[src/hdl/wpra_pkg.sv]
// ----------------------------------------------------------------------------
// wpra_pkg
// shared constants for the sliding-window peak counter and its checker
// ----------------------------------------------------------------------------
package wpra_pkg;

  localparam int unsigned WINDOW  = 100;
  localparam int unsigned CENTRES = WINDOW - 2;

  localparam int unsigned SAMPLE_W = 32;
  localparam int unsigned THR_W    = 7;
  localparam int unsigned SHOWN_W  = 6;

  // running count holds 0..CENTRES, seen counter holds 0..WINDOW
  localparam int unsigned CNT_W  = $clog2(CENTRES + 1);
  localparam int unsigned SEEN_W = $clog2(WINDOW + 1);
  localparam int unsigned CMP_W  = (CNT_W > THR_W) ? CNT_W : THR_W;

  localparam logic [THR_W-1:0]   THR_RESET = THR_W'(25);
  localparam logic [SHOWN_W-1:0] SHOWN_MAX = '1;

endpackage

[src/hdl/window_peak_rate_alarm.sv]
// ----------------------------------------------------------------------------
// window_peak_rate_alarm
// counts strict local peaks over a sliding window and flags a low peak rate
// ----------------------------------------------------------------------------
//
//  channel | direction | ports                                   | handshake
//  --------+-----------+-----------------------------------------+------------
//  in      | sink      | in_sample                               | valid/stall
//  out     | source    | out_peak_count, out_window_full, out_alarm | valid/stall
//  cfg     | sink      | cfg_wr_data (peak threshold)            | cfg_wr_en
//
//  one transaction per cycle sustained while out_stall is low; a result
//  passes through the input register and the result register before it
//  shows on out_*
//  the rate is set by the update of the peak history shift line and
//  running count in the compute stage for each transaction it passes on
//  rst_n is synchronous, active low; it clears the sample history, the
//  peak flags, the counters and loads the threshold with 25
//  a stalled result holds its payload; the input register keeps accepting
//  while it is empty or the compute stage can drain into the result register
// ----------------------------------------------------------------------------
module window_peak_rate_alarm (
  input  logic                              clk,
  input  logic                              rst_n,
  // input channel
  input  logic                              in_valid,
  output logic                              in_stall,
  input  logic signed [wpra_pkg::SAMPLE_W-1:0] in_sample,
  // result channel
  output logic                              out_valid,
  input  logic                              out_stall,
  output logic [wpra_pkg::SHOWN_W-1:0]      out_peak_count,
  output logic                              out_window_full,
  output logic                              out_alarm,
  // configuration
  input  logic                              cfg_wr_en,
  input  logic [wpra_pkg::THR_W-1:0]        cfg_wr_data
);

  // input register
  logic                                 s1_vld_r;
  logic signed [wpra_pkg::SAMPLE_W-1:0] s1_sample_r;

  // running state
  logic signed [wpra_pkg::SAMPLE_W-1:0] last_r;
  logic signed [wpra_pkg::SAMPLE_W-1:0] last2_r;
  logic [wpra_pkg::CENTRES-1:0]         hist_r;
  logic [wpra_pkg::CNT_W-1:0]           cnt_r;
  logic [wpra_pkg::SEEN_W-1:0]          seen_r;
  logic [wpra_pkg::THR_W-1:0]           thr_r;

  // result register
  logic                                 out_vld_r;
  logic [wpra_pkg::SHOWN_W-1:0]         out_cnt_r;
  logic                                 out_full_r;
  logic                                 out_alarm_r;

  // compute stage
  logic                                 out_adv;
  logic                                 s1_fire;
  logic                                 in_fire;
  logic                                 flag;
  logic                                 leaving;
  logic [wpra_pkg::CNT_W-1:0]           cnt_nxt;
  logic [wpra_pkg::SEEN_W-1:0]          seen_nxt;
  logic                                 full_nxt;
  logic [wpra_pkg::SHOWN_W-1:0]         shown_nxt;
  logic                                 alarm_nxt;

  // result register can take a new value when empty or being drained
  assign out_adv  = !out_vld_r || !out_stall;
  assign s1_fire  = s1_vld_r && out_adv;
  // input register frees up whenever its content moves on
  assign in_stall = s1_vld_r && !out_adv;
  assign in_fire  = in_valid && !in_stall;

  always_comb begin
    // the previous sample becomes a peak once its right neighbour arrives
    flag = (seen_r >= wpra_pkg::SEEN_W'(2)) && (last_r > last2_r)
           && (last_r > s1_sample_r);
    // the flag that falls out of the window of centres
    leaving = hist_r[wpra_pkg::CENTRES-1];
    cnt_nxt = cnt_r + wpra_pkg::CNT_W'(flag) - wpra_pkg::CNT_W'(leaving);

    if (seen_r < wpra_pkg::SEEN_W'(wpra_pkg::WINDOW)) begin
      seen_nxt = seen_r + wpra_pkg::SEEN_W'(1);
    end else begin
      seen_nxt = seen_r;
    end
    full_nxt = (seen_nxt >= wpra_pkg::SEEN_W'(wpra_pkg::WINDOW));

    // shown count saturates, the alarm compares the full count
    if (wpra_pkg::CMP_W'(cnt_nxt) > wpra_pkg::CMP_W'(wpra_pkg::SHOWN_MAX)) begin
      shown_nxt = wpra_pkg::SHOWN_MAX;
    end else begin
      shown_nxt = wpra_pkg::SHOWN_W'(cnt_nxt);
    end
    alarm_nxt = full_nxt && (wpra_pkg::CMP_W'(cnt_nxt) < wpra_pkg::CMP_W'(thr_r));
  end

  // control state
  always_ff @(posedge clk) begin
    if (!rst_n) begin
      s1_vld_r  <= 1'b0;
      out_vld_r <= 1'b0;
      last_r    <= '0;
      last2_r   <= '0;
      hist_r    <= '0;
      cnt_r     <= '0;
      seen_r    <= '0;
      thr_r     <= wpra_pkg::THR_RESET;
    end else begin
      if (cfg_wr_en) begin
        thr_r <= cfg_wr_data;
      end
      if (in_fire) begin
        s1_vld_r <= 1'b1;
      end else if (s1_fire) begin
        s1_vld_r <= 1'b0;
      end
      if (out_adv) begin
        out_vld_r <= s1_vld_r;
      end
      if (s1_fire) begin
        // shift the sample pair and the peak flag line by one centre
        last2_r <= last_r;
        last_r  <= s1_sample_r;
        hist_r  <= {hist_r[wpra_pkg::CENTRES-2:0], flag};
        cnt_r   <= cnt_nxt;
        seen_r  <= seen_nxt;
      end
    end
  end

  // payload registers
  always_ff @(posedge clk) begin
    if (in_fire) begin
      s1_sample_r <= in_sample;
    end
    if (s1_fire) begin
      out_cnt_r   <= shown_nxt;
      out_full_r  <= full_nxt;
      out_alarm_r <= alarm_nxt;
    end
  end

  assign out_valid       = out_vld_r;
  assign out_peak_count  = out_cnt_r;
  assign out_window_full = out_full_r;
  assign out_alarm       = out_alarm_r;

endmodule

[config.mk]
export PLATFORM = sky130hd
export DESIGN_NAME = window_peak_rate_alarm
export DESIGN_NICKNAME = d
export VERILOG_FILES = /design/src/hdl/wpra_pkg.sv /design/src/hdl/window_peak_rate_alarm.sv
export SDC_FILE = /design/constraint.sdc
export NUM_CORES = 1
export LEC_CHECK = 0
export ABC_AREA = 1
export BUFFER_PORTS_ARGS = -buffer_cell sky130_fd_sc_hd__buf_2
export CORE_MARGIN = 2
export CORE_UTILIZATION = 50
export DETAILED_ROUTE_END_ITERATION = 10
export PLACE_DENSITY = 0.74
export SLEW_MARGIN = 20
export SYNTH_ARGS = -nofsm -noshare
export SYNTH_HDL_FRONTEND = slang
export SYNTH_SLANG_ARGS = --single-unit
[constraint.sdc]
create_clock -name clk -period 4.84 [get_ports clk]
set_input_delay 0.242 -clock clk [delete_from_list [all_inputs] [get_ports clk]]
set_output_delay 0.242 -clock clk [all_outputs]
set_load 0.03 [all_outputs]
======== Word level (Yosys, flattened, before mapping) ========
Cells that the tools add are included.
storage, ports and cells
  register bits after elaboration ......... 225
  input port bits ......................... 44
  output and inout bits ................... 10
operators by class
  add/subtract/negate cells ............... 3
  magnitude comparators ................... 7
  multiplexer cells ....................... 3
  reduce and logical (&&, ||, !) cells .... 12
operator list
  cell                   number
  $gt A32 B32 Y1         2
  $add A7 B1 Y7          1
  $add A7 B1 Y7 const B  1
  $ge A7 B2 Y1 const B   1
  $ge A7 B7 Y1 const B   1
  $gt A7 B6 Y1 const B   1
  $lt A7 B7 Y1           1
  $lt A7 B7 Y1 const B   1
  $mux W7                1
  $sub A7 B1 Y7          1
  $logic_and A1 B1 Y1    6
  $logic_not A1 Y1       4
  $mux W1                2
  $reduce_bool A2 Y1     1
  $logic_or A1 B1 Y1     1

======== Depth between registers and ports, before layout ========
Gate-level depths: netlist (run 1).
  depth after elaboration ................. 7
  mapped depth ............................ 32

======== Least setup slack after synthesis (run 1) ========
No wires, ideal clock.
  kind .................................... reg-to-reg
  start ................................... reg s1_sample_r[15] (netlist bit)
  end ..................................... reg out_alarm_r (netlist: out_alarm) (data pin)
  setup time .............................. 0.256 ns
  arrival time ............................ 3.429 ns
  data required time ...................... 4.584 ns
  path slack .............................. 1.155 ns
  stages on the path, launching flop included .. 30
  path buffers ............................ 0
  path through ............................ edfxtp_1 inv_1 ha_1 nand2_1 nor2_1 nand2_1 nor2_1 nand2_1 nand3_1 nand2_1 nand2_1 nand2_1 nand2_1 nand2_1 ha_1 inv_1 ha_1 fa_1 nand2_1 nand2_1 a21oi_2 o21bai_1 a21oi_1 inv_1 or2_1 nand2_2 ha_1 o21ai_0 a31oi_1 nor2_1
on the way
  longest elaborated chain between the ends .. 6
ends and longest elaborated chain
  item                      line                           text
  start: declaration        window_peak_rate_alarm.sv:42   logic signed [wpra_pkg::SAMPLE_W-1:0] s1_sample_r;
  start signal: assignment  window_peak_rate_alarm.sv:138  s1_sample_r <= in_sample;
  $gt A32 B32 Y1            window_peak_rate_alarm.sv:80   && (last_r > s1_sample_r);
  $logic_and A1 B1 Y1       window_peak_rate_alarm.sv:80
  $add A7 B1 Y7             window_peak_rate_alarm.sv:83   cnt_nxt = cnt_r + wpra_pkg::CNT_W'(flag) - wpra_pkg::CNT_W'(leaving);
  $sub A7 B1 Y7             window_peak_rate_alarm.sv:83
  net cnt_nxt (one bit)     window_peak_rate_alarm.sv:64   logic [wpra_pkg::CNT_W-1:0] cnt_nxt;
  $lt A7 B7 Y1              window_peak_rate_alarm.sv:98   alarm_nxt = full_nxt && (wpra_pkg::CMP_W'(cnt_nxt) < wpra_pkg::CMP_W'(thr_r));
  $logic_and A1 B1 Y1       window_peak_rate_alarm.sv:98
  net alarm_nxt             window_peak_rate_alarm.sv:68   logic alarm_nxt;
  end signal: assignment    window_peak_rate_alarm.sv:143  out_alarm_r <= alarm_nxt;
  end: declaration          window_peak_rate_alarm.sv:56   logic out_alarm_r;
The timed path passes the listed nets, and every way through them passes these cells.
A chain may end at the register's enable or synchronous reset.

======== Final worst setup path (run 1) ========
Ends and elaborated chain as after synthesis.

==> results.sh, run 1 <==
export IMPL_io_pins=54
export IMPL_reg2reg_slack_ps=710
export IMPL_via_count=7400
export IMPL_worst_ep_arrival_time_ps=4400
export IMPL_cts_repair_resized=0
export IMPL_number_of_antenna_violations_at_the_first_check_in_global_routing=0
export IMPL_number_of_synthesized_register_bits=225
export IMPL_root_buffer="sky130_fd_sc_hd__clkbuf_16"
export IMPL_synthesis_area_um2=9650
export IMPL_timing_critical_path_fanout_max=5
export IMPL_final_design_area_no_fill_um2=11300
export IMPL_synth_seq_area_share_pct=50.8
export IMPL_io_buffers=53
export IMPL_maximum_number_of_pins_on_one_net_before_global_route_repair=101
export IMPL_layout_worst_path_cycle_share_pct=85.4
export IMPL_syn_avg_cell_area_um2=8.37
export IMPL_cts_tree="built"
export IMPL_core_area_um2=18800
export IMPL_slowest_delay_ps=400
export IMPL_count_of_flip_flops_with_a_built_in_enable_after_synthesis=40
export IMPL_wire_length_of_the_first_global_routing_pass_um=30800
export IMPL_grtUsageTotal_pct=17.9
export IMPL_seq_power_share_pct=45.0
export IMPL_rsz0062_at_grt="no"
export IMPL_antennaDiodeCount=0
export IMPL_ys_async_sr_fraction_pct=0
export IMPL_area_growth_synth_to_final_pct=17.2
export IMPL_class_of_the_most_critical_hold_timing_path="in -> reg"
export IMPL_die_height_um=143
export IMPL_crit_family="simple AND/OR/NAND/NOR gates"
export IMPL_cts_max_level=1
export IMPL_drt_initial_drc_count=410
export IMPL_wl_per_cell_um=12.1
export IMPL_number_of_vias_per_cell=4.95
export IMPL_cpMostUsedCell="sky130_fd_sc_hd__nand2_1"
export IMPL_final_net_count=1340
export IMPL_postSynthNetCount=1275
export IMPL_cts_sink_count=225
export IMPL_netlist_top_cell_by_area="sky130_fd_sc_hd__dfxtp_1"
export IMPL_cts_setup_buffers=0
export IMPL_p_leak_nw=5.18
export IMPL_crit_path_end_kind="flip-flop"
export IMPL_worst_clock_skew_ps=14.6
export IMPL_row_count=50
export IMPL_critPathRequiredTime_ps=5100
export IMPL_combinationalPowerShare_pct=13.3
export IMPL_postPlaceCellArea_um2=10100
export IMPL_detail_route_antenna_nets=0
export IMPL_synth_flop_cell="sky130_fd_sc_hd__dfxtp_1"
export IMPL_netlist_cell_type_count=33
export IMPL_powerDensity_nw_per_um2=416
export IMPL_worst_slew_margin_rel_pct=40.9
export IMPL_ir_drop_v=0.000246
export IMPL_p_switching_mw=1.18
export IMPL_synth_cells_most_frequent="sky130_fd_sc_hd__nor2_1 (226), sky130_fd_sc_hd__o21ai_0 (190), sky130_fd_sc_hd__dfxtp_1 (185)"
export IMPL_grt_remaining_overflow=0
export IMPL_postSynthCellCount=1152
export IMPL_power_report_internal_total_mw=3.53
export IMPL_tightest_slew_ps=885
export IMPL_cts_hold_buffers=37
export IMPL_yosys_warnings=0
export IMPL_cap_viol_max_count=0
export IMPL_setup_violations_final=0
export IMPL_netlist_area_leader_share_pct=38.4
export IMPL_fillCellCount=1638
export IMPL_gp_routability_congestion=0.810
export IMPL_cp_num_buf_inv=3
export IMPL_period_minus_slack_ps=4130
export IMPL_fp_dieArea_um2=20400
export IMPL_remaining_drc_errors=0
export IMPL_layout_drive_gt1_share_pct=9.31
export IMPL_cts_inserted_buffers=25
export IMPL_clk_insertion_delay_late_ps=510
export IMPL_clock_power_share_pct=41.7
export IMPL_dpl_hpwl_um=10700
export IMPL_switching_share_pct=25.0
export IMPL_p_total_mw=4.70
export IMPL_worst_setup_hold_path_clk_slew_ps=60
export IMPL_final_hold_viol_count=0
export IMPL_synth_top_cells_by_area="sky130_fd_sc_hd__dfxtp_1 (38%), sky130_fd_sc_hd__edfxtp_1 (12%), sky130_fd_sc_hd__ha_1 (10%), sky130_fd_sc_hd__o21ai_0 (9.9%), sky130_fd_sc_hd__nor2_1 (8.8%)"
export IMPL_status="completed"
export IMPL_die_extent_in_x_um=143
export IMPL_timing_final_max_slew_violations=0
export IMPL_final_routed_wirelength_um=18000
export IMPL_first_pass_iters=8
export IMPL_initial_core_utilization_pct=51.2
export IMPL_fin_tns_setup_ps=0
export IMPL_cts_max_path_buffers=3
export IMPL_timing_critical_path_from_type="flip-flop"
export IMPL_timing_setup_critical_path_class="reg -> reg"
export IMPL_first_global_vias=6909
export IMPL_critical_path_slowest_cell="sky130_fd_sc_hd__fa_1"
export IMPL_yosysMostFrequentCell="sky130_fd_sc_hd__nor2_1"
export IMPL_clock_fmax_ghz=0.242
-- cell families (layout without fill, tap and decap cells) --
group / after synthesis / in the layout / synth area share (%)
and+or+nand+nor: 340 / 340 / 13.9
AOI/OAI and AO/OA: 325 / 325 / 17.2
DFF: 225 / 225 / 50.8
buffers and inverters: 175 / 258 / 7.00
adders and majority gates: 79 / 79 / 10.3
xor gates and xnor gates: 8 / 8 / 0.726
-- sequential cells by signal, indices dropped and copies added (netlist names) --
name / flops
out_window_full: 1
last2_r: 32
out_peak_count: 6
hist_r: 98
last_r: 32
s1_sample_r: 32
out_valid: 1
seen_r: 7
cnt_r: 7
thr_r: 7
out_alarm: 1
s1_vld_r: 1
-- layer usage --
layer | track usage [%] | up-vias | routed length, µm
li1 | - | 3938 | -
met2 | 29.7 | 110 | 8010
met5 | 0 | - | 0
met1 | 23.9 | 3315 | 8840
met3 | 2.88 | 37 | 626
met4 | 5.52 | 0 | 546
-- path summary, 6_finish.rpt --
check                                startpoint          to  depth (start not counted)
worst min-delay path             cfg_wr_data[5]    thr_r[5]                          3
worst max-delay path            s1_sample_r[15]   out_alarm                         29
worst min register to register       last2_r[2]  last2_r[2]                          2
worst max register to register  s1_sample_r[15]   out_alarm                         29
-- power groups by stage --
stage / clock, mW / combinational [mW] / sequential [mW]
2_1_floorplan: 0 / 0.448 / 2.15
3_3_place_gp: 0 / 0.580 / 2.15
3_5_place_dp: 0 / 0.595 / 2.15
4_1_cts: 2.00 / 0.627 / 2.12
5_1_grt: 2.07 / 0.728 / 2.13
6_report: 1.96 / 0.626 / 2.12
-- per-stage QoR --
stage	setup WS (ps)	util, %	hold slack (ps)	std cells
finish	709	60.1	13.6	1495
global placement	840	53.4	420	1413
global route	288	60.1	17.2	1495
CTS	679	60.1	2.86	1495
floorplan	1160	-	341	1152
detailed placement	689	53.4	420	1413
-- area by class of cell --
type | count | area [µm²] | share of cell area (%)
clock inverters | 7 | 85.1 | 0.752
repair buffers | 96 | 683 | 6.04
inverters | 117 | 442 | 3.90
well taps | 260 | 325 | 2.88
clock buffers | 38 | 797 | 7.05
flip-flops and latches | 225 | 4900 | 43.4
multi-input cells | 752 | 4070 | 36.0
-- tightest hold or removal path: cells and delay by family --
kind,cells,cell delay (ps)
compound gates,2,170
buf+inv,1,70
-- cells in the final DEF, fill, tap and decap left out, drive strengths merged, types with 4 or more instances in the layout --
cell         count
a21oi          124
buf             59
clkbuf          38
clkinv           5
dfxtp          185
dlygate4sd3     37
edfxtp          40
ha              78
inv            117
nand2           86
nand3           14
nand4            4
nor2           227
nor3             4
o21ai          191
xor2             8
Power figures use the tool's default switching activity.
==> inputs of run 2 (changes only) <==
Settings changed: ABC_AREA 1 to default.
==> run 2 against run 1 <==
  * Critical path depth fell by 9
  * Synthesized area up 4.8%
  * Clock power fell by 4%
  * Setup slack got worse by 550 ps
  * Largest cell class unchanged
  * Cell count is 0.47% higher
  * Via count is 1.5% higher
  * Critical path type unchanged
  * First-iteration DRC count is 7.8% lower
  * Highest routed layer unchanged
  * Synthesized cell count is 1.6% lower
  * Die area grew 4.7%
  * Register-to-register slack worse by 550 ps
==> results.sh, run 2 <==
export IMPL_number_of_vias_per_cell=5.00
export IMPL_layout_cells_most_common="sky130_fd_sc_hd__nand2_1"
export IMPL_number_of_antenna_violations_at_the_first_check_in_global_routing=0
export IMPL_root_buffer="sky130_fd_sc_hd__clkbuf_16"
export IMPL_fp_dieArea_um2=21400
export IMPL_yosys_warnings=0
export IMPL_setup_violations_final=0
export IMPL_layout_cells_most_common_list="sky130_fd_sc_hd__nand2_1 (361), sky130_fd_sc_hd__dfxtp_1 (183), sky130_fd_sc_hd__a21boi_0 (166)"
export IMPL_final_design_area_no_fill_um2=12000
export IMPL_row_count=52
export IMPL_cp_num_buf_inv=2
export IMPL_first_global_vias=7189
export IMPL_ys_async_sr_fraction_pct=0
export IMPL_postSynthCellCount=1134
export IMPL_io_pins=54
export IMPL_synth_cells_most_frequent="sky130_fd_sc_hd__nand2_1 (362), sky130_fd_sc_hd__dfxtp_1 (185), sky130_fd_sc_hd__a21boi_0 (166)"
export IMPL_final_net_count=1337
export IMPL_cts_sink_count=225
export IMPL_cpMostUsedCell="sky130_fd_sc_hd__a21o_1"
export IMPL_regMostFlops="hist_r"
export IMPL_cts_max_path_buffers=3
export IMPL_wl_per_cell_um=12.5
export IMPL_initial_core_utilization_pct=50.5
export IMPL_grt_remaining_overflow=0
export IMPL_detail_route_antenna_nets=0
export IMPL_maximum_number_of_pins_on_one_net_before_global_route_repair=102
export IMPL_cap_viol_max_count=0
export IMPL_number_of_synthesized_register_bits=225
export IMPL_critical_path_slowest_cell="sky130_fd_sc_hd__fa_2"
export IMPL_worst_clock_skew_ps=10.2
export IMPL_netlist_top_cell_by_area="sky130_fd_sc_hd__dfxtp_1"
export IMPL_clk_insertion_delay_late_ps=530
export IMPL_postPlaceCellArea_um2=10600
export IMPL_critPathRequiredTime_ps=5230
export IMPL_crit_family="adder cells"
export IMPL_synth_flop_cell="sky130_fd_sc_hd__dfxtp_1"
export IMPL_ir_drop_v=0.000344
export IMPL_finalNonFillerCells=1502
export IMPL_worst_setup_hold_path_clk_slew_ps=60
export IMPL_wire_length_of_the_first_global_routing_pass_um=32200
export IMPL_syn_avg_cell_area_um2=8.92
export IMPL_first_pass_iters=6
export IMPL_timing_setup_critical_path_class="reg -> reg"
export IMPL_io_buffers=53
export IMPL_grtUsageTotal_pct=17.6
export IMPL_die_height_um=146
export IMPL_timing_critical_path_fanout_max=3
export IMPL_period_minus_slack_ps=4680
export IMPL_p_leak_nw=4.69
export IMPL_cts_inserted_buffers=25
export IMPL_layout_worst_path_cycle_share_pct=96.7
export IMPL_netlist_area_leader_share_pct=36.6
export IMPL_slowest_delay_ps=560
export IMPL_status="completed"
export IMPL_yosysMostFrequentCell="sky130_fd_sc_hd__nand2_1"
export IMPL_worst_slack_ps=161
export IMPL_worst_slew_margin_rel_pct=27.2
export IMPL_netlist_cell_type_count=47
export IMPL_class_of_the_most_critical_hold_timing_path="in -> reg"
export IMPL_largest_register_ffs=98
export IMPL_critical_path_cell_chain="inv_2, ha_4, nand4_1, nor2_1, a221oi_2, or3b_4, a21oi_2, mux2i_1, or3_1, ha_1, inv_1, ha_2, fa_2, ha_4, a21o_1, a21o_1, a21o_1, a21o_1, maj3_2, a21oi_2"
export IMPL_antennaDiodeCount=0
export IMPL_p_total_mw=4.34
export IMPL_core_area_um2=20000
export IMPL_area_growth_synth_to_final_pct=18.5
export IMPL_final_hold_viol_count=0
export IMPL_synth_seq_area_share_pct=48.5
export IMPL_preCtsSetupSlack_ps=-22.5
export IMPL_gp_routability_congestion=0.771
export IMPL_via_count=7512
export IMPL_drt_initial_drc_count=378
export IMPL_postSynthNetCount=1257
export IMPL_remaining_drc_errors=0
export IMPL_tightest_slew_ps=1090
export IMPL_layout_drive_gt1_share_pct=10.9
export IMPL_dpl_hpwl_um=11400
export IMPL_synth_top_cells_by_area="sky130_fd_sc_hd__dfxtp_1 (37%), sky130_fd_sc_hd__nand2_1 (13%), sky130_fd_sc_hd__a21boi_0 (12%), sky130_fd_sc_hd__edfxtp_1 (12%), sky130_fd_sc_hd__ha_1 (9.7%)"
export IMPL_count_of_flip_flops_with_a_built_in_enable_after_synthesis=40
export IMPL_cts_tree="built"
export IMPL_powerDensity_nw_per_um2=362
export IMPL_timing_final_max_slew_violations=0
export IMPL_timing_critical_path_from_type="flip-flop"
export IMPL_clock_fmax_ghz=0.214
export IMPL_synthesis_area_um2=10100
export IMPL_final_routed_wirelength_um=18800
export IMPL_placed_cells=1413
export IMPL_crit_path_end_kind="flip-flop"
export IMPL_cts_max_level=1
export IMPL_worst_ep_arrival_time_ps=5070
export IMPL_die_extent_in_x_um=146
## run 2: cell count changes after synthesis, moves of 15 or more
cell / delta
sky130_fd_sc_hd__nand2_1: +278
sky130_fd_sc_hd__nor2_1: -220
sky130_fd_sc_hd__o21ai_0: -181
sky130_fd_sc_hd__a21boi_0: +166
sky130_fd_sc_hd__a21oi_1: -90
sky130_fd_sc_hd__inv_1: -30
sky130_fd_sc_hd__buf_1: +15
sky130_fd_sc_hd__buf_2: -15
## run 2: repair_timing
item,4_1_cts,5_1_grt
setup buffers,0,3
setup endpoints to repair,1,5
hold buffers,41,0
cloned,0,0
gates resized for setup,6,13
endpoints found under the hold margin,41,0
pin swaps,3,15
## run 2: cells by family (layout without fill, tap and decap cells)
kind of cell	count (synthesis)	in the layout	share of synthesized area, %
flip-flops	225	225	48.5
buffers and inverters	142	240	5.27
XOR/XNOR	11	11	0.953
AND/OR/NAND/NOR	423	423	17.1
adder cells (fa/ha/maj)	80	80	9.95
AO/OA/AOI/OAI	247	247	17.6
multiplexers	6	6	0.594
## run 2: cell type report
cell class                 count  area (µm²)
fill                        1759        8060
sequential                   225        4910
multi-input combinational    767        4790
timing repair buffer         111         806
clock buffer                  34         689
tap                          270         338
inverter                      84         318
clock inverter                11         138
## run 2: final timing paths
path                   startpoint          to  slack (ps)  depth (start not counted)
setup reg to reg  s1_sample_r[14]   out_alarm         160                         20
hold / removal          cfg_wr_en    thr_r[3]          90                          2
setup / recovery  s1_sample_r[14]   out_alarm         160                         20
hold reg to reg        hist_r[94]  hist_r[95]         450                          2
## run 2: where the power goes
group	switching (mW)	internal, mW	total [mW]
combinational	0.256	0.196	0.452
sequential	0.0345	1.97	2.00
clock	0.767	1.12	1.88
## run 2: layer usage
metal	track usage, %	up-vias	part of all wire, %
met4	4.32	0	2.2
met2	30.9	90	48
met1	22.6	3478	47
li1	-	3915	-
met3	3.03	29	3.6
met5	0	-	0
## run 2: worst register-to-register path: stages, from the launching register on
cell                       delay [ps]
sky130_fd_sc_hd__edfxtp_1         410
sky130_fd_sc_hd__inv_2             90
sky130_fd_sc_hd__ha_4             210
sky130_fd_sc_hd__nand4_1          120
sky130_fd_sc_hd__nor2_1            70
sky130_fd_sc_hd__a221oi_2         220
sky130_fd_sc_hd__or3b_4           420
sky130_fd_sc_hd__a21oi_2          140
sky130_fd_sc_hd__mux2i_1           90
sky130_fd_sc_hd__or3_1            410
sky130_fd_sc_hd__ha_1             300
sky130_fd_sc_hd__inv_1             40
sky130_fd_sc_hd__ha_2             170
sky130_fd_sc_hd__fa_2             560
sky130_fd_sc_hd__ha_4             200
sky130_fd_sc_hd__a21o_1           150
sky130_fd_sc_hd__a21o_1           170
sky130_fd_sc_hd__a21o_1           160
sky130_fd_sc_hd__a21o_1           170
sky130_fd_sc_hd__maj3_2           310
sky130_fd_sc_hd__a21oi_2          120
## run 2: metrics by stage
stage	util (%)	TNS (ps)	hold WS (ps)
3_3_place_gp	53.0	0	419
5_1_grt	59.8	-69.4	89.3
4_1_cts	59.3	0	54.7
6_report	59.8	0	86.9
2_1_floorplan	-	0	341
3_5_place_dp	53.0	-22.5	420
==> inputs of run 3 (changes only) <==
Settings changed: MAX_ROUTING_LAYER from default to met4.
==> run 3 against run 2 <==
  * Global-route usage up 0.55 points
  * Die area did not move
  * First-iteration DRC count is 4.8% lower
  * Core utilization is the same
  * Count of clock-buffer cells in the layout is the same
  * Register-to-register slack about the same
  * Final area is the same
  * Clock power barely moved
  * Sequential cell count is the same
  * Non-clock buffer count unchanged
==> results.sh, run 3 (synthesis results as in run 2) <==
export IMPL_status="completed"
export IMPL_worst_setup_hold_path_clk_slew_ps=60
export IMPL_cts_inserted_buffers=25
export IMPL_ir_drop_v=0.000345
export IMPL_area_growth_synth_to_final_pct=18.5
export IMPL_fillCellCount=1759
export IMPL_cts_max_path_buffers=3
export IMPL_final_net_count=1337
export IMPL_die_height_um=146
export IMPL_die_extent_in_x_um=146
export IMPL_critPathRequiredTime_ps=5230
export IMPL_worst_ep_arrival_time_ps=5070
export IMPL_cts_sink_count=225
export IMPL_first_global_vias=7181
export IMPL_layout_worst_path_cycle_share_pct=96.7
export IMPL_timing_critical_path_from_type="flip-flop"
export IMPL_powerDensity_nw_per_um2=362
export IMPL_clock_fmax_ghz=0.214
export IMPL_timing_critical_path_fanout_max=3
export IMPL_p_total_mw=4.34
export IMPL_setup_violations_final=0
export IMPL_antennaDiodeCount=0
export IMPL_worst_r2r_cell_count=20
export IMPL_via_count=7501
export IMPL_regMostFlops="hist_r"
export IMPL_finalHoldWorstSlack_ps=87.2
export IMPL_final_hold_viol_count=0
export IMPL_remaining_drc_errors=0
export IMPL_largest_register_ffs=98
export IMPL_period_minus_slack_ps=4680
export IMPL_layout_cells_most_common_list="sky130_fd_sc_hd__nand2_1 (361), sky130_fd_sc_hd__dfxtp_1 (183), sky130_fd_sc_hd__a21boi_0 (166)"
export IMPL_layout_cells_most_common="sky130_fd_sc_hd__nand2_1"
export IMPL_p_leak_nw=4.69
export IMPL_grt_remaining_overflow=0
export IMPL_worstHoldPathCells=2
export IMPL_class_of_the_most_critical_hold_timing_path="in -> reg"
export IMPL_io_buffers=53
export IMPL_cap_viol_max_count=0
export IMPL_detail_route_antenna_nets=0
export IMPL_tightest_slew_ps=1090
export IMPL_timing_final_max_slew_violations=0
export IMPL_io_pins=54
export IMPL_first_pass_iters=6
export IMPL_dpl_hpwl_um=11400
export IMPL_wire_length_of_the_first_global_routing_pass_um=32200
export IMPL_worst_clock_skew_ps=10.2
export IMPL_fp_dieArea_um2=21400
export IMPL_root_buffer="sky130_fd_sc_hd__clkbuf_16"
export IMPL_row_count=52
export IMPL_timing_setup_critical_path_class="reg -> reg"
export IMPL_number_of_vias_per_cell=4.99
export IMPL_cts_max_level=1
export IMPL_drt_initial_drc_count=360
export IMPL_cts_tree="built"
export IMPL_core_area_um2=20000
export IMPL_final_routed_wirelength_um=18900
export IMPL_wl_per_cell_um=12.6
export IMPL_maximum_number_of_pins_on_one_net_before_global_route_repair=102
export IMPL_crit_path_end_kind="flip-flop"
export IMPL_worst_slew_margin_rel_pct=27.4
export IMPL_grtUsageTotal_pct=18.1
export IMPL_number_of_antenna_violations_at_the_first_check_in_global_routing=0
export IMPL_initial_core_utilization_pct=50.5
export IMPL_gp_routability_congestion=0.781
export IMPL_layout_drive_gt1_share_pct=10.9
export IMPL_clk_insertion_delay_late_ps=530
==> run 3: cell counts in the layout (fill, tap and decap cells not counted) <==
No cell type changed its count.
==> run 3: metal layers <==
| layer | vias to the layer above | routed length (µm) | GRT usage (%) |
|---|---|---|---|
| met5 | - | 0 | - |
| met4 | 0 | 410 | 4.32 |
| met3 | 30 | 674 | 3.00 |
| met2 | 92 | 8960 | 30.8 |
| met1 | 3465 | 8840 | 22.7 |
| li1 | 3914 | - | - |
==> run 3: path summary, 6_finish.rpt <==
| check | startpoint | end | slack (ps) |
|---|---|---|---|
| worst max-delay path | s1_sample_r[14] | out_alarm | 160 |
| worst min-delay path | cfg_wr_en | thr_r[3] | 90 |
| worst max register to register | s1_sample_r[14] | out_alarm | 160 |
| worst min register to register | hist_r[94] | hist_r[95] | 450 |
==> run 3: timing repair <==
action,in CTS,in global routing
pin swaps,3,15
hold buffers,41,0
setup endpoints to repair,1,5
hold endpoints to repair,41,0
resized for setup,6,13
setup buffers,0,3
==> run 3: final cells by class <==
| cell class | instances | area (µm²) | area share, % |
|---|---|---|---|
| clock inverters | 11 | 138 | 1.15 |
| inverters | 84 | 318 | 2.65 |
| flip-flops and latches | 225 | 4910 | 41.0 |
| multi-input cells | 767 | 4790 | 40.0 |
| well taps | 270 | 338 | 2.82 |
| repair buffers | 111 | 806 | 6.72 |
| clock buffers | 34 | 689 | 5.75 |
==> run 3: worst max-delay path: stages, from the launching register on <==
cell and delay, ps:
sky130_fd_sc_hd__edfxtp_1 410, sky130_fd_sc_hd__inv_2 90, sky130_fd_sc_hd__ha_4 210, sky130_fd_sc_hd__nand4_1 120
sky130_fd_sc_hd__nor2_1 70, sky130_fd_sc_hd__a221oi_2 220, sky130_fd_sc_hd__or3b_4 420, sky130_fd_sc_hd__a21oi_2 140
sky130_fd_sc_hd__mux2i_1 90, sky130_fd_sc_hd__or3_1 410, sky130_fd_sc_hd__ha_1 290, sky130_fd_sc_hd__inv_1 40
sky130_fd_sc_hd__ha_2 170, sky130_fd_sc_hd__fa_2 560, sky130_fd_sc_hd__ha_4 200, sky130_fd_sc_hd__a21o_1 150
sky130_fd_sc_hd__a21o_1 170, sky130_fd_sc_hd__a21o_1 160, sky130_fd_sc_hd__a21o_1 170, sky130_fd_sc_hd__maj3_2 310
sky130_fd_sc_hd__a21oi_2 120
==> run 3: through the flow <==
step | worst slack [ps] | setup TNS [ps] | cells | cell area, µm² | utilization (%)
after floorplan | 239 | 0 | 1134 | 10100 | -
after global placement | 50.6 | 0 | 1413 | 10600 | 53.0
after detailed placement | -22.5 | -22.5 | 1413 | 10600 | 53.0
after CTS | 23.9 | 0 | 1499 | 11900 | 59.3
after global routing | -69.4 | -69.4 | 1502 | 12000 | 59.8
final | 159 | 0 | 1502 | 12000 | 59.8
==> run 3: power breakdown <==
group,internal [mW],switching [mW]
logic,0.196,0.257
registers,1.97,0.0345
clock network,1.12,0.768
total,3.28,1.06
